===== src/rtl/hss_pkg.sv =====
// hss_pkg: shared constants, request and register codes, and the blast pattern tables
// for the horn signal sequencer. No dependencies.
`timescale 1ns / 1ps
`default_nettype none

package hss_pkg;

  // field widths
  localparam int REQ_W  = 3;
  localparam int CODE_W = 3;
  localparam int PAT_W  = 3;
  localparam int MS_W   = 16;
  localparam int IDX_W  = 3;
  localparam int DATA_W = 16;
  localparam int TBL_KIND_W = 5;
  localparam int TBL_CNT_W  = 3;

  localparam int MAX_BLASTS_DEF = 5;

  // request codes
  localparam logic [REQ_W-1:0] REQ_TICK    = 3'd0;
  localparam logic [REQ_W-1:0] REQ_TRIGGER = 3'd1;
  localparam logic [REQ_W-1:0] REQ_STOP    = 3'd2;
  localparam logic [REQ_W-1:0] REQ_MUTE    = 3'd3;
  localparam logic [REQ_W-1:0] REQ_UNMUTE  = 3'd4;

  // register indexes
  localparam logic [IDX_W-1:0] REG_PATTERN   = 3'd0;
  localparam logic [IDX_W-1:0] REG_INTERVAL  = 3'd1;
  localparam logic [IDX_W-1:0] REG_SHORT     = 3'd2;
  localparam logic [IDX_W-1:0] REG_PROLONGED = 3'd3;
  localparam logic [IDX_W-1:0] REG_PAUSE     = 3'd4;

  // periodic pattern codes
  localparam logic [PAT_W-1:0] PAT_NONE  = 3'd0;
  localparam logic [PAT_W-1:0] PAT_P     = 3'd1;
  localparam logic [PAT_W-1:0] PAT_PP    = 3'd2;
  localparam logic [PAT_W-1:0] PAT_PSS   = 3'd3;
  localparam logic [PAT_W-1:0] PAT_SPS   = 3'd4;

  // register reset values
  localparam logic [MS_W-1:0] SHORT_RST     = 16'd1000;
  localparam logic [MS_W-1:0] PROLONGED_RST = 16'd4000;
  localparam logic [MS_W-1:0] PAUSE_RST     = 16'd1000;

  // period elapsed counter: 27 bit millisecond count kept as seconds plus
  // milliseconds within the second
  localparam int PERIOD_W      = 27;
  localparam int MS_PER_S      = 1000;
  localparam int PERIOD_MAX    = (1 << PERIOD_W) - 1;
  localparam int PER_S_MAX     = PERIOD_MAX / MS_PER_S;
  localparam int PER_F_MAX     = PERIOD_MAX % MS_PER_S;
  localparam int SEC_W         = $clog2(PER_S_MAX + 1);
  localparam int FRAC_W        = $clog2(MS_PER_S);

  typedef struct packed {
    logic tick;
    logic stop;
    logic restart;
  } hss_tmr_ctl_t;

  typedef struct packed {
    logic            fire;
    logic [MS_W-1:0] countdown_s;
  } hss_tmr_sts_t;

  function automatic logic pattern_valid(input logic [PAT_W-1:0] pat);
    return (pat == PAT_P) || (pat == PAT_PP) || (pat == PAT_PSS) || (pat == PAT_SPS);
  endfunction

  // ad-hoc patterns, bit i of kinds set means blast i is prolonged
  function automatic logic [TBL_CNT_W-1:0] adhoc_count(input logic [CODE_W-1:0] code);
    logic [TBL_CNT_W-1:0] c;
    case (code)
      3'd0:    c = 3'd1;
      3'd1:    c = 3'd2;
      3'd2:    c = 3'd3;
      3'd3:    c = 3'd5;
      3'd4:    c = 3'd1;
      3'd5:    c = 3'd3;
      3'd6:    c = 3'd4;
      default: c = 3'd4;
    endcase
    return c;
  endfunction

  function automatic logic [TBL_KIND_W-1:0] adhoc_kinds(input logic [CODE_W-1:0] code);
    logic [TBL_KIND_W-1:0] k;
    case (code)
      3'd4:    k = 5'h01;
      3'd5:    k = 5'h03;
      3'd6:    k = 5'h03;
      3'd7:    k = 5'h05;
      default: k = 5'h00;
    endcase
    return k;
  endfunction

  function automatic logic [TBL_CNT_W-1:0] per_count(input logic [PAT_W-1:0] pat);
    logic [TBL_CNT_W-1:0] c;
    case (pat)
      PAT_P:   c = 3'd1;
      PAT_PP:  c = 3'd2;
      PAT_PSS: c = 3'd3;
      PAT_SPS: c = 3'd3;
      default: c = 3'd0;
    endcase
    return c;
  endfunction

  function automatic logic [TBL_KIND_W-1:0] per_kinds(input logic [PAT_W-1:0] pat);
    logic [TBL_KIND_W-1:0] k;
    case (pat)
      PAT_P:   k = 5'h01;
      PAT_PP:  k = 5'h03;
      PAT_PSS: k = 5'h01;
      PAT_SPS: k = 5'h02;
      default: k = 5'h00;
    endcase
    return k;
  endfunction

endpackage

`default_nettype wire


===== src/rtl/hss_period_timer.sv =====
// hss_period_timer: periodic signal timer with saturating elapsed count,
// fire detection and whole-second countdown. Depends on hss_pkg.
`timescale 1ns / 1ps
`default_nettype none

module hss_period_timer (
  input  wire logic                     clk,
  input  wire logic                     rst_n,
  input  wire hss_pkg::hss_tmr_ctl_t    ctl,
  input  wire logic                     pat_valid,
  input  wire logic [hss_pkg::MS_W-1:0] interval_s,
  output hss_pkg::hss_tmr_sts_t         sts
);
  import hss_pkg::*;

  localparam logic [SEC_W-1:0]  S_MAX  = SEC_W'(PER_S_MAX);
  localparam logic [FRAC_W-1:0] F_MAX  = FRAC_W'(PER_F_MAX);
  localparam logic [FRAC_W-1:0] F_LAST = FRAC_W'(MS_PER_S - 1);

  logic [SEC_W-1:0]  sec_r, sec_nxt, sec_inc;
  logic [FRAC_W-1:0] frac_r, frac_nxt, frac_inc;
  logic              armed_r, armed_nxt;
  logic [SEC_W-1:0]  ival_ext;
  logic [SEC_W-1:0]  remain;
  logic              fire;

  assign ival_ext = SEC_W'(interval_s);

  // saturating millisecond increment
  always_comb begin
    sec_inc  = sec_r;
    frac_inc = frac_r;
    if (!(sec_r == S_MAX && frac_r == F_MAX)) begin
      if (frac_r == F_LAST) begin
        frac_inc = '0;
        sec_inc  = sec_r + 1'b1;
      end else begin
        frac_inc = frac_r + 1'b1;
      end
    end
  end

  // elapsed >= interval * 1000 reduces to a compare on whole seconds
  assign fire = ctl.tick && !ctl.restart && armed_r && pat_valid &&
                (interval_s != '0) && (sec_inc >= ival_ext);

  always_comb begin
    sec_nxt   = sec_r;
    frac_nxt  = frac_r;
    armed_nxt = armed_r;
    if (ctl.restart) begin
      sec_nxt   = '0;
      frac_nxt  = '0;
      armed_nxt = 1'b1;
    end else if (ctl.stop) begin
      armed_nxt = 1'b0;
    end else if (ctl.tick) begin
      if (fire) begin
        sec_nxt  = '0;
        frac_nxt = '0;
      end else begin
        sec_nxt  = sec_inc;
        frac_nxt = frac_inc;
      end
    end
  end

  // remaining whole seconds: interval - sec, less one if part of a second is gone
  always_comb begin
    remain = ival_ext - sec_nxt - SEC_W'(frac_nxt != '0);
    sts.fire = fire;
    if (!pat_valid || interval_s == '0 || sec_nxt >= ival_ext) begin
      sts.countdown_s = '0;
    end else begin
      sts.countdown_s = remain[MS_W-1:0];
    end
  end

  always_ff @(posedge clk) begin
    if (!rst_n) begin
      sec_r   <= '0;
      frac_r  <= '0;
      armed_r <= 1'b0;
    end else begin
      sec_r   <= sec_nxt;
      frac_r  <= frac_nxt;
      armed_r <= armed_nxt;
    end
  end

endmodule

`default_nettype wire


===== src/rtl/horn_signal_sequencer.sv =====
// horn_signal_sequencer: top level, request decode, blast playback and result register.
// Depends on hss_pkg and hss_period_timer.
// The result of a word is registered and appears on the out_ channel in the cycle after it is taken.
// Throughput: one word per cycle; in_ready stays high while the result register is empty
// or is being emptied in the same cycle.
// Reset (synchronous, active low): config at its defaults, horn off, muted, periodic timer
// disarmed, result register empty.
`timescale 1ns / 1ps
`default_nettype none

module horn_signal_sequencer #(
  parameter int MAX_BLASTS = hss_pkg::MAX_BLASTS_DEF
) (
  input  wire logic                       clk,
  input  wire logic                       rst_n,
  // request channel
  input  wire logic                       in_valid,
  output logic                            in_ready,
  input  wire logic [hss_pkg::REQ_W-1:0]  in_req_type,
  input  wire logic [hss_pkg::CODE_W-1:0] in_signal_code,
  // status channel
  output logic                            out_valid,
  input  wire logic                       out_ready,
  output logic                            out_horn_on,
  output logic                            out_busy_res,
  output logic                            out_trigger_ignored,
  output logic [hss_pkg::MS_W-1:0]        out_countdown_s,
  // config write port
  input  wire logic                       cfg_we,
  input  wire logic [hss_pkg::IDX_W-1:0]  cfg_index,
  input  wire logic [hss_pkg::DATA_W-1:0] cfg_data
);
  import hss_pkg::*;

  // blast count and index need to hold MAX_BLASTS itself
  localparam int CNT_W = $clog2(MAX_BLASTS + 1);
  localparam logic [CNT_W-1:0] CNT_MAX = CNT_W'(MAX_BLASTS);
  localparam logic [MS_W-1:0]  PHASE_MAX = {MS_W{1'b1}};

  // config registers
  logic [PAT_W-1:0] pattern_r;
  logic [MS_W-1:0]  interval_r;
  logic [MS_W-1:0]  short_r;
  logic [MS_W-1:0]  prolonged_r;
  logic [MS_W-1:0]  pause_r;
  logic             cfg_hit;

  // playback state
  logic [MAX_BLASTS-1:0] kinds_r, kinds_nxt;
  logic [CNT_W-1:0]      count_r, count_nxt;
  logic [CNT_W-1:0]      index_r, index_nxt;
  logic                  horn_r, horn_nxt;
  logic                  prog_r, prog_nxt;
  logic [MS_W-1:0]       phase_ms_r, phase_ms_nxt;
  logic                  muted_r, muted_nxt;
  logic                  ignored;

  // result register
  logic            out_valid_r;
  logic            out_horn_on_r;
  logic            out_busy_res_r;
  logic            out_trigger_ignored_r;
  logic [MS_W-1:0] out_countdown_s_r;

  logic         accept;
  hss_tmr_ctl_t tmr_ctl;
  hss_tmr_sts_t tmr_sts;

  // the result register frees as it drains, so a word can enter every cycle while out_ready keeps it drained
  assign in_ready = !out_valid_r || out_ready;
  assign accept   = in_valid && in_ready;

  // writes beyond the register list are dropped and have no side effects
  assign cfg_hit = cfg_we && ((cfg_index == REG_PATTERN) || (cfg_index == REG_INTERVAL) ||
                              (cfg_index == REG_SHORT) || (cfg_index == REG_PROLONGED) ||
                              (cfg_index == REG_PAUSE));

  always_ff @(posedge clk) begin
    if (!rst_n) begin
      pattern_r   <= PAT_NONE;
      interval_r  <= '0;
      short_r     <= SHORT_RST;
      prolonged_r <= PROLONGED_RST;
      pause_r     <= PAUSE_RST;
    end else if (cfg_we) begin
      case (cfg_index)
        REG_PATTERN:   pattern_r   <= cfg_data[PAT_W-1:0];
        REG_INTERVAL:  interval_r  <= cfg_data;
        REG_SHORT:     short_r     <= cfg_data;
        REG_PROLONGED: prolonged_r <= cfg_data;
        REG_PAUSE:     pause_r     <= cfg_data;
        default:       ;
      endcase
    end
  end

  assign tmr_ctl.tick    = accept && (in_req_type == REQ_TICK);
  assign tmr_ctl.stop    = accept && (in_req_type == REQ_STOP);
  assign tmr_ctl.restart = cfg_hit;

  hss_period_timer u_timer (
    .clk        (clk),
    .rst_n      (rst_n),
    .ctl        (tmr_ctl),
    .pat_valid  (pattern_valid(pattern_r)),
    .interval_s (interval_r),
    .sts        (tmr_sts)
  );

  // request decode and one playback step
  always_comb begin
    logic [TBL_CNT_W-1:0]  tbl_cnt;
    logic [TBL_KIND_W-1:0] tbl_kinds;
    logic                  do_start;
    logic [CNT_W-1:0]      start_cnt;
    logic [MAX_BLASTS-1:0] kinds_shift;
    logic [MS_W-1:0]       dur;

    kinds_nxt    = kinds_r;
    count_nxt    = count_r;
    index_nxt    = index_r;
    horn_nxt     = horn_r;
    prog_nxt     = prog_r;
    phase_ms_nxt = phase_ms_r;
    muted_nxt    = muted_r;
    ignored      = 1'b0;
    do_start     = 1'b0;
    tbl_cnt      = adhoc_count(in_signal_code);
    tbl_kinds    = adhoc_kinds(in_signal_code);
    start_cnt    = '0;
    kinds_shift  = '0;
    dur          = '0;

    if (accept) begin
      case (in_req_type)
        REQ_TICK: begin
          if (phase_ms_r != PHASE_MAX) begin
            phase_ms_nxt = phase_ms_r + 1'b1;
          end
          // periodic signal restarts playback even mid-sequence
          if (tmr_sts.fire && !muted_r) begin
            tbl_cnt   = per_count(pattern_r);
            tbl_kinds = per_kinds(pattern_r);
            do_start  = 1'b1;
          end
        end
        REQ_TRIGGER: begin
          if (prog_r) begin
            ignored = 1'b1;
          end else begin
            do_start = 1'b1;
          end
        end
        REQ_STOP: begin
          horn_nxt  = 1'b0;
          prog_nxt  = 1'b0;
          index_nxt = '0;
        end
        REQ_MUTE:   muted_nxt = 1'b1;
        REQ_UNMUTE: muted_nxt = 1'b0;
        default:    ;
      endcase

      start_cnt = CNT_W'(tbl_cnt);
      if (start_cnt > CNT_MAX) begin
        start_cnt = CNT_MAX;
      end
      // an empty pattern leaves playback as it is
      if (do_start && start_cnt != '0) begin
        kinds_nxt    = MAX_BLASTS'(tbl_kinds);
        count_nxt    = start_cnt;
        index_nxt    = '0;
        prog_nxt     = 1'b1;
        horn_nxt     = 1'b1;
        phase_ms_nxt = '0;
      end

      // playback check runs only on a tick, after the periodic start
      if (in_req_type == REQ_TICK && prog_nxt) begin
        kinds_shift = kinds_nxt >> index_nxt;
        dur = kinds_shift[0] ? prolonged_r : short_r;
        if (horn_nxt) begin
          if (phase_ms_nxt >= dur) begin
            horn_nxt     = 1'b0;
            phase_ms_nxt = '0;
            // the last blast ends the sequence with no trailing pause
            if (index_nxt + 1'b1 >= count_nxt) begin
              prog_nxt  = 1'b0;
              index_nxt = '0;
            end else begin
              index_nxt = index_nxt + 1'b1;
            end
          end
        end else if (phase_ms_nxt >= pause_r) begin
          if (index_nxt >= count_nxt) begin
            prog_nxt  = 1'b0;
            index_nxt = '0;
          end else begin
            horn_nxt     = 1'b1;
            phase_ms_nxt = '0;
          end
        end
      end
    end

    // config write mutes
    if (cfg_hit) begin
      muted_nxt = 1'b1;
    end
  end

  always_ff @(posedge clk) begin
    if (!rst_n) begin
      kinds_r    <= '0;
      count_r    <= '0;
      index_r    <= '0;
      horn_r     <= 1'b0;
      prog_r     <= 1'b0;
      phase_ms_r <= '0;
      muted_r    <= 1'b1;
    end else begin
      kinds_r    <= kinds_nxt;
      count_r    <= count_nxt;
      index_r    <= index_nxt;
      horn_r     <= horn_nxt;
      prog_r     <= prog_nxt;
      phase_ms_r <= phase_ms_nxt;
      muted_r    <= muted_nxt;
    end
  end

  // result register: status after the word's update
  always_ff @(posedge clk) begin
    if (!rst_n) begin
      out_valid_r <= 1'b0;
    end else if (accept) begin
      out_valid_r <= 1'b1;
    end else if (out_ready) begin
      out_valid_r <= 1'b0;
    end
  end

  always_ff @(posedge clk) begin
    if (accept) begin
      out_horn_on_r         <= horn_nxt;
      out_busy_res_r        <= prog_nxt;
      out_trigger_ignored_r <= ignored;
      out_countdown_s_r     <= tmr_sts.countdown_s;
    end
  end

  assign out_valid           = out_valid_r;
  assign out_horn_on         = out_horn_on_r;
  assign out_busy_res        = out_busy_res_r;
  assign out_trigger_ignored = out_trigger_ignored_r;
  assign out_countdown_s     = out_countdown_s_r;

endmodule

`default_nettype wire


===== config.mk =====
export PLATFORM = sky130hd
export DESIGN_NAME = horn_signal_sequencer
export DESIGN_NICKNAME = d
export VERILOG_FILES = /design/src/rtl/hss_pkg.sv /design/src/rtl/hss_period_timer.sv /design/src/rtl/horn_signal_sequencer.sv
export SDC_FILE = /design/constraint.sdc
export NUM_CORES = 1
export LEC_CHECK = 0
export ABC_AREA = 1
export BUFFER_PORTS_ARGS = -buffer_cell sky130_fd_sc_hd__clkbuf_2
export CORE_MARGIN = 2
export CORE_UTILIZATION = 57
export CTS_BUF_LIST = sky130_fd_sc_hd__clkbuf_16
export CTS_CLUSTER_DIAMETER = 150
export DETAILED_ROUTE_END_ITERATION = 7
export GPL_ROUTABILITY_DRIVEN = 0
export GPL_TIMING_DRIVEN = 0
export PLACE_DENSITY = 0.78
export SLEW_MARGIN = 20
export SYNTH_ARGS = -nofsm -noshare
export SYNTH_HDL_FRONTEND = slang
export SYNTH_SLANG_ARGS = --single-unit
export TNS_END_PERCENT = 5

===== constraint.sdc =====
create_clock -name clk -period 5.75 [get_ports clk]
set_clock_uncertainty 0.1 [all_clocks]
set_input_delay 0.8625 -clock clk [delete_from_list [all_inputs] [get_ports clk]]
set_output_delay 0.8625 -clock clk [all_outputs]
set_load 0.1 [all_outputs]

==> qor.yml <==
cpMaxStageDelayCell: "fa_2"
p_sw_mw: 0.989
place_area_um2: 11100
ctsHoldBuffers: 0
cts_root_buffer: "clkbuf_16"
clock.fmax_ghz: 0.159
grt_max_degree: 29
switching_share_pct: 34.1
stdcell_area_um2: 12400
drive_above_1_share_pct: 15.9
synth-adder-area-share_pct: 13.8
synth_top_family_by_area: "simple AND/OR/NAND/NOR gates"
grt_setup_unrepaired: "true"
hp-class: "reg2reg"
synth_top_area_share_pct: 24.1
status: "complete, but fails checks"
crit_fanout: 6
violations: "negative setup slack"
cts.sinks: 146
coreArea_um2: 18000
routed_wl_um: 32100
synthArstFlopShare_pct: 0
drc: 0
muxShareOfSynthArea_pct: 0.0950
setup_viol: 38
required_ns: 5.84
cts_tree: "done"
p_clk_share_pct: 38.0
grt_pass1_vias: 9899
antenna_found_initial: 0
ys_seq_area_share_pct: 29.6
p_int_mw: 1.91
cts.path.max_buffers: 2
grt.total_usage_pct: 30.8
yosys.area_share.simple_pct: 25.9
ys_types: 49
slowest_delay_ns: 0.62
slew_violations: 0
grt-ovfl-total: 0
synth_compound_area_share_pct: 15.4
synth_top_area_cell: "dfxtp_1"
dieWidth_um: 140
startpoint: "u_timer.frac_r[0]"
stdcell_count: 1858
insertion_delay_ns: 0.44
dp_slack_ns: -1.21
row_count: 49
crit_path_frequent_cell: "buf_4"
top_level_ports: 51
path_class: "reg2reg"
finalPower_mw: 2.90
diodes: 0
vias_per_cell: 5.82
cts.clk_slew.worst_paths_ns: 0.06
post-route-util_pct: 69.1
nets: 1757
ys.flop_type: "dfxtp_1"
setup_slack_ns: -0.555
synth_xor_area_share_pct: 3.66
htreeDepth: 4
via_count: 10800
hpwl_um: 22100
start_util_pct: 58.4
area_delta_synth_final_pct: 18.2
period_share_pct: 110
comb_power_share_pct: 24.6
wire_per_inst_um: 17.3
syn_area_um2: 10500
critPathLaunchType: "register"
dp_cells: 1781
cts_made_buffers: 17
portBuffers: 50
die_area_um2: 19600
drtIter0Drc: 1223
grt_pass1_wl_um: 48400
synth_nets: 1643
synth-edff-count: 19
holdWs_ns: 0.355
max_slew.worst_pin.slew_ns: 1.10
syn_avg_cell_area_um2: 7.01
ys_warn_count: 0
p_per_area_nw_per_um2: 233
tns_ns: -11.12
die_y_um: 140
reg2reg_from: "u_timer.frac_r[0]"
vdd.ir_drop.worst_v: 0.000219
seqPwrFrac_pct: 37.4
hold_viol_final: 0
max-slew-margin-rel_pct: 26.1
drt-pass1-iter-count: 8
endpoint_kind: "register"
synth_area_leaders: "dfxtp_1 24%, ha_1 12%, inv_1 9.2%, nand2_1 8.8%, a21oi_1 6.3%"
netlist_instances: 1502
ant_nets: 0
min_period_ns: 6.31
hp-start: "kinds_r[4]"
ys_ff_latch: 146
cp.arrival_ns: 6.39
p_leak_nw: 5.86
maxCapViolations: 0
## cells in the mapped netlist (all sizes together) (2+ instances only)
| master | number |
|---|---|
| nor4 | 8 |
| a21oi | 133 |
| o221ai | 3 |
| buf | 12 |
| a21boi | 3 |
| o22ai | 2 |
| o21ai | 109 |
| a211oi | 4 |
| dfxtp | 127 |
| clkbuf | 33 |
| ha | 102 |
| nand3 | 107 |
| fa | 9 |
| or2 | 16 |
| o21bai | 3 |
| xnor2 | 9 |
| o31ai | 3 |
| nand2 | 253 |
| edfxtp | 19 |
| nor3 | 24 |
| inv | 262 |
| nand4 | 26 |
| o211ai | 25 |
| nor2 | 156 |
| a31oi | 6 |
| nand3b | 4 |
| xor2 | 35 |
| o2111ai | 2 |
| clkinv | 2 |
## cell families after synthesis
logic type / after synthesis
AND/OR/NAND/NOR: 595
flip-flops: 146
multiplexers: 1
XOR/XNOR: 44
buffers and inverters: 309
adder cells (fa/ha/maj): 111
AO/OA/AOI/OAI: 296
## path summary, 6_finish.rpt
| path | end | slack (ns) | depth (start not counted) |
|---|---|---|---|
| max | out_countdown_s[4] | -0.56 | 42 |
| min | kinds_r[4] | 0.36 | 2 |
| min reg2reg | kinds_r[4] | 0.36 | 2 |
| max reg2reg | out_countdown_s[4] | -0.56 | 42 |
## worst max-delay path, delay by kind of cell, from the launching register on
kind | cells | cell delay, ns
adder cells (fa/ha/maj) | 5 | 1.62
flip-flops | 1 | 0.37
buffers and inverters | 12 | 1.32
AO/OA/AOI/OAI | 2 | 0.11
AND/OR/NAND/NOR | 21 | 2.18
XOR/XNOR | 2 | 0.37
## power by group through the flow
stage               registers (mW)  clock network [mW]  logic [mW]
finish                        1.09                1.10       0.712
global route                  1.09                1.15       0.771
CTS                           1.09                1.10       0.646
detailed placement            1.11                   0       0.598
global placement              1.11                   0       0.583
floorplan                     1.18                   0       0.378
## what timing repair did
action                                  4_1_cts  5_1_grt
cloned                                        0        1
resized for setup                            55       59
pin swaps                                    37       36
endpoints found under the setup margin       39       39
endpoints found under the hold margin         0        0
buffers inserted                             32       12
## registers in the layout, indices dropped and copies added (netlist names), 3 cells and up
register / cells
count_r: 3
index_r: 3
interval_r: 16
kinds_r: 5
out_countdown_s: 16
pattern_r: 3
pause_r: 16
phase_ms_r: 16
prolonged_r: 16
short_r: 16
u_timer.frac_r: 10
u_timer.sec_r: 18
## final cells by class
cell class,instances,area (um^2)
Multi-Input combinational cell,1047,6600
Fill cell,1454,5580
Sequential cell,146,3120
Inverter,264,1000
Timing Repair Buffer,95,628
Clock buffer,17,425
Tap cell,229,287
Buffer,45,234
Clock inverter,15,149
## cells in the final DEF, fill, tap and decap left out, drive strengths merged, types with 4 or more instances in the layout
master and instances:
inv 270, or2 16, fa 9, clkbuf 100
nand4 26, nor3 24, edfxtp 19, nand3 107
o21ai 109, a211oi 4, nor4 8, clkinv 6
xor2 35, nand2 253, buf 57, ha 102
a21oi 133, a31oi 6, nand3b 4, xnor2 9
nor2 156, o211ai 25, dfxtp 127
## metal layers
layer / track usage [%] / wire [um] / up-vias
li1: - / - / 5123
met3: 6.26 / 2710 / 169
met2: 51.9 / 15400 / 625
met5: 0 / 0 / -
met4: 17.7 / 1870 / 0
met1: 36.6 / 12100 / 4891
(Power assumes the default switching activity.)
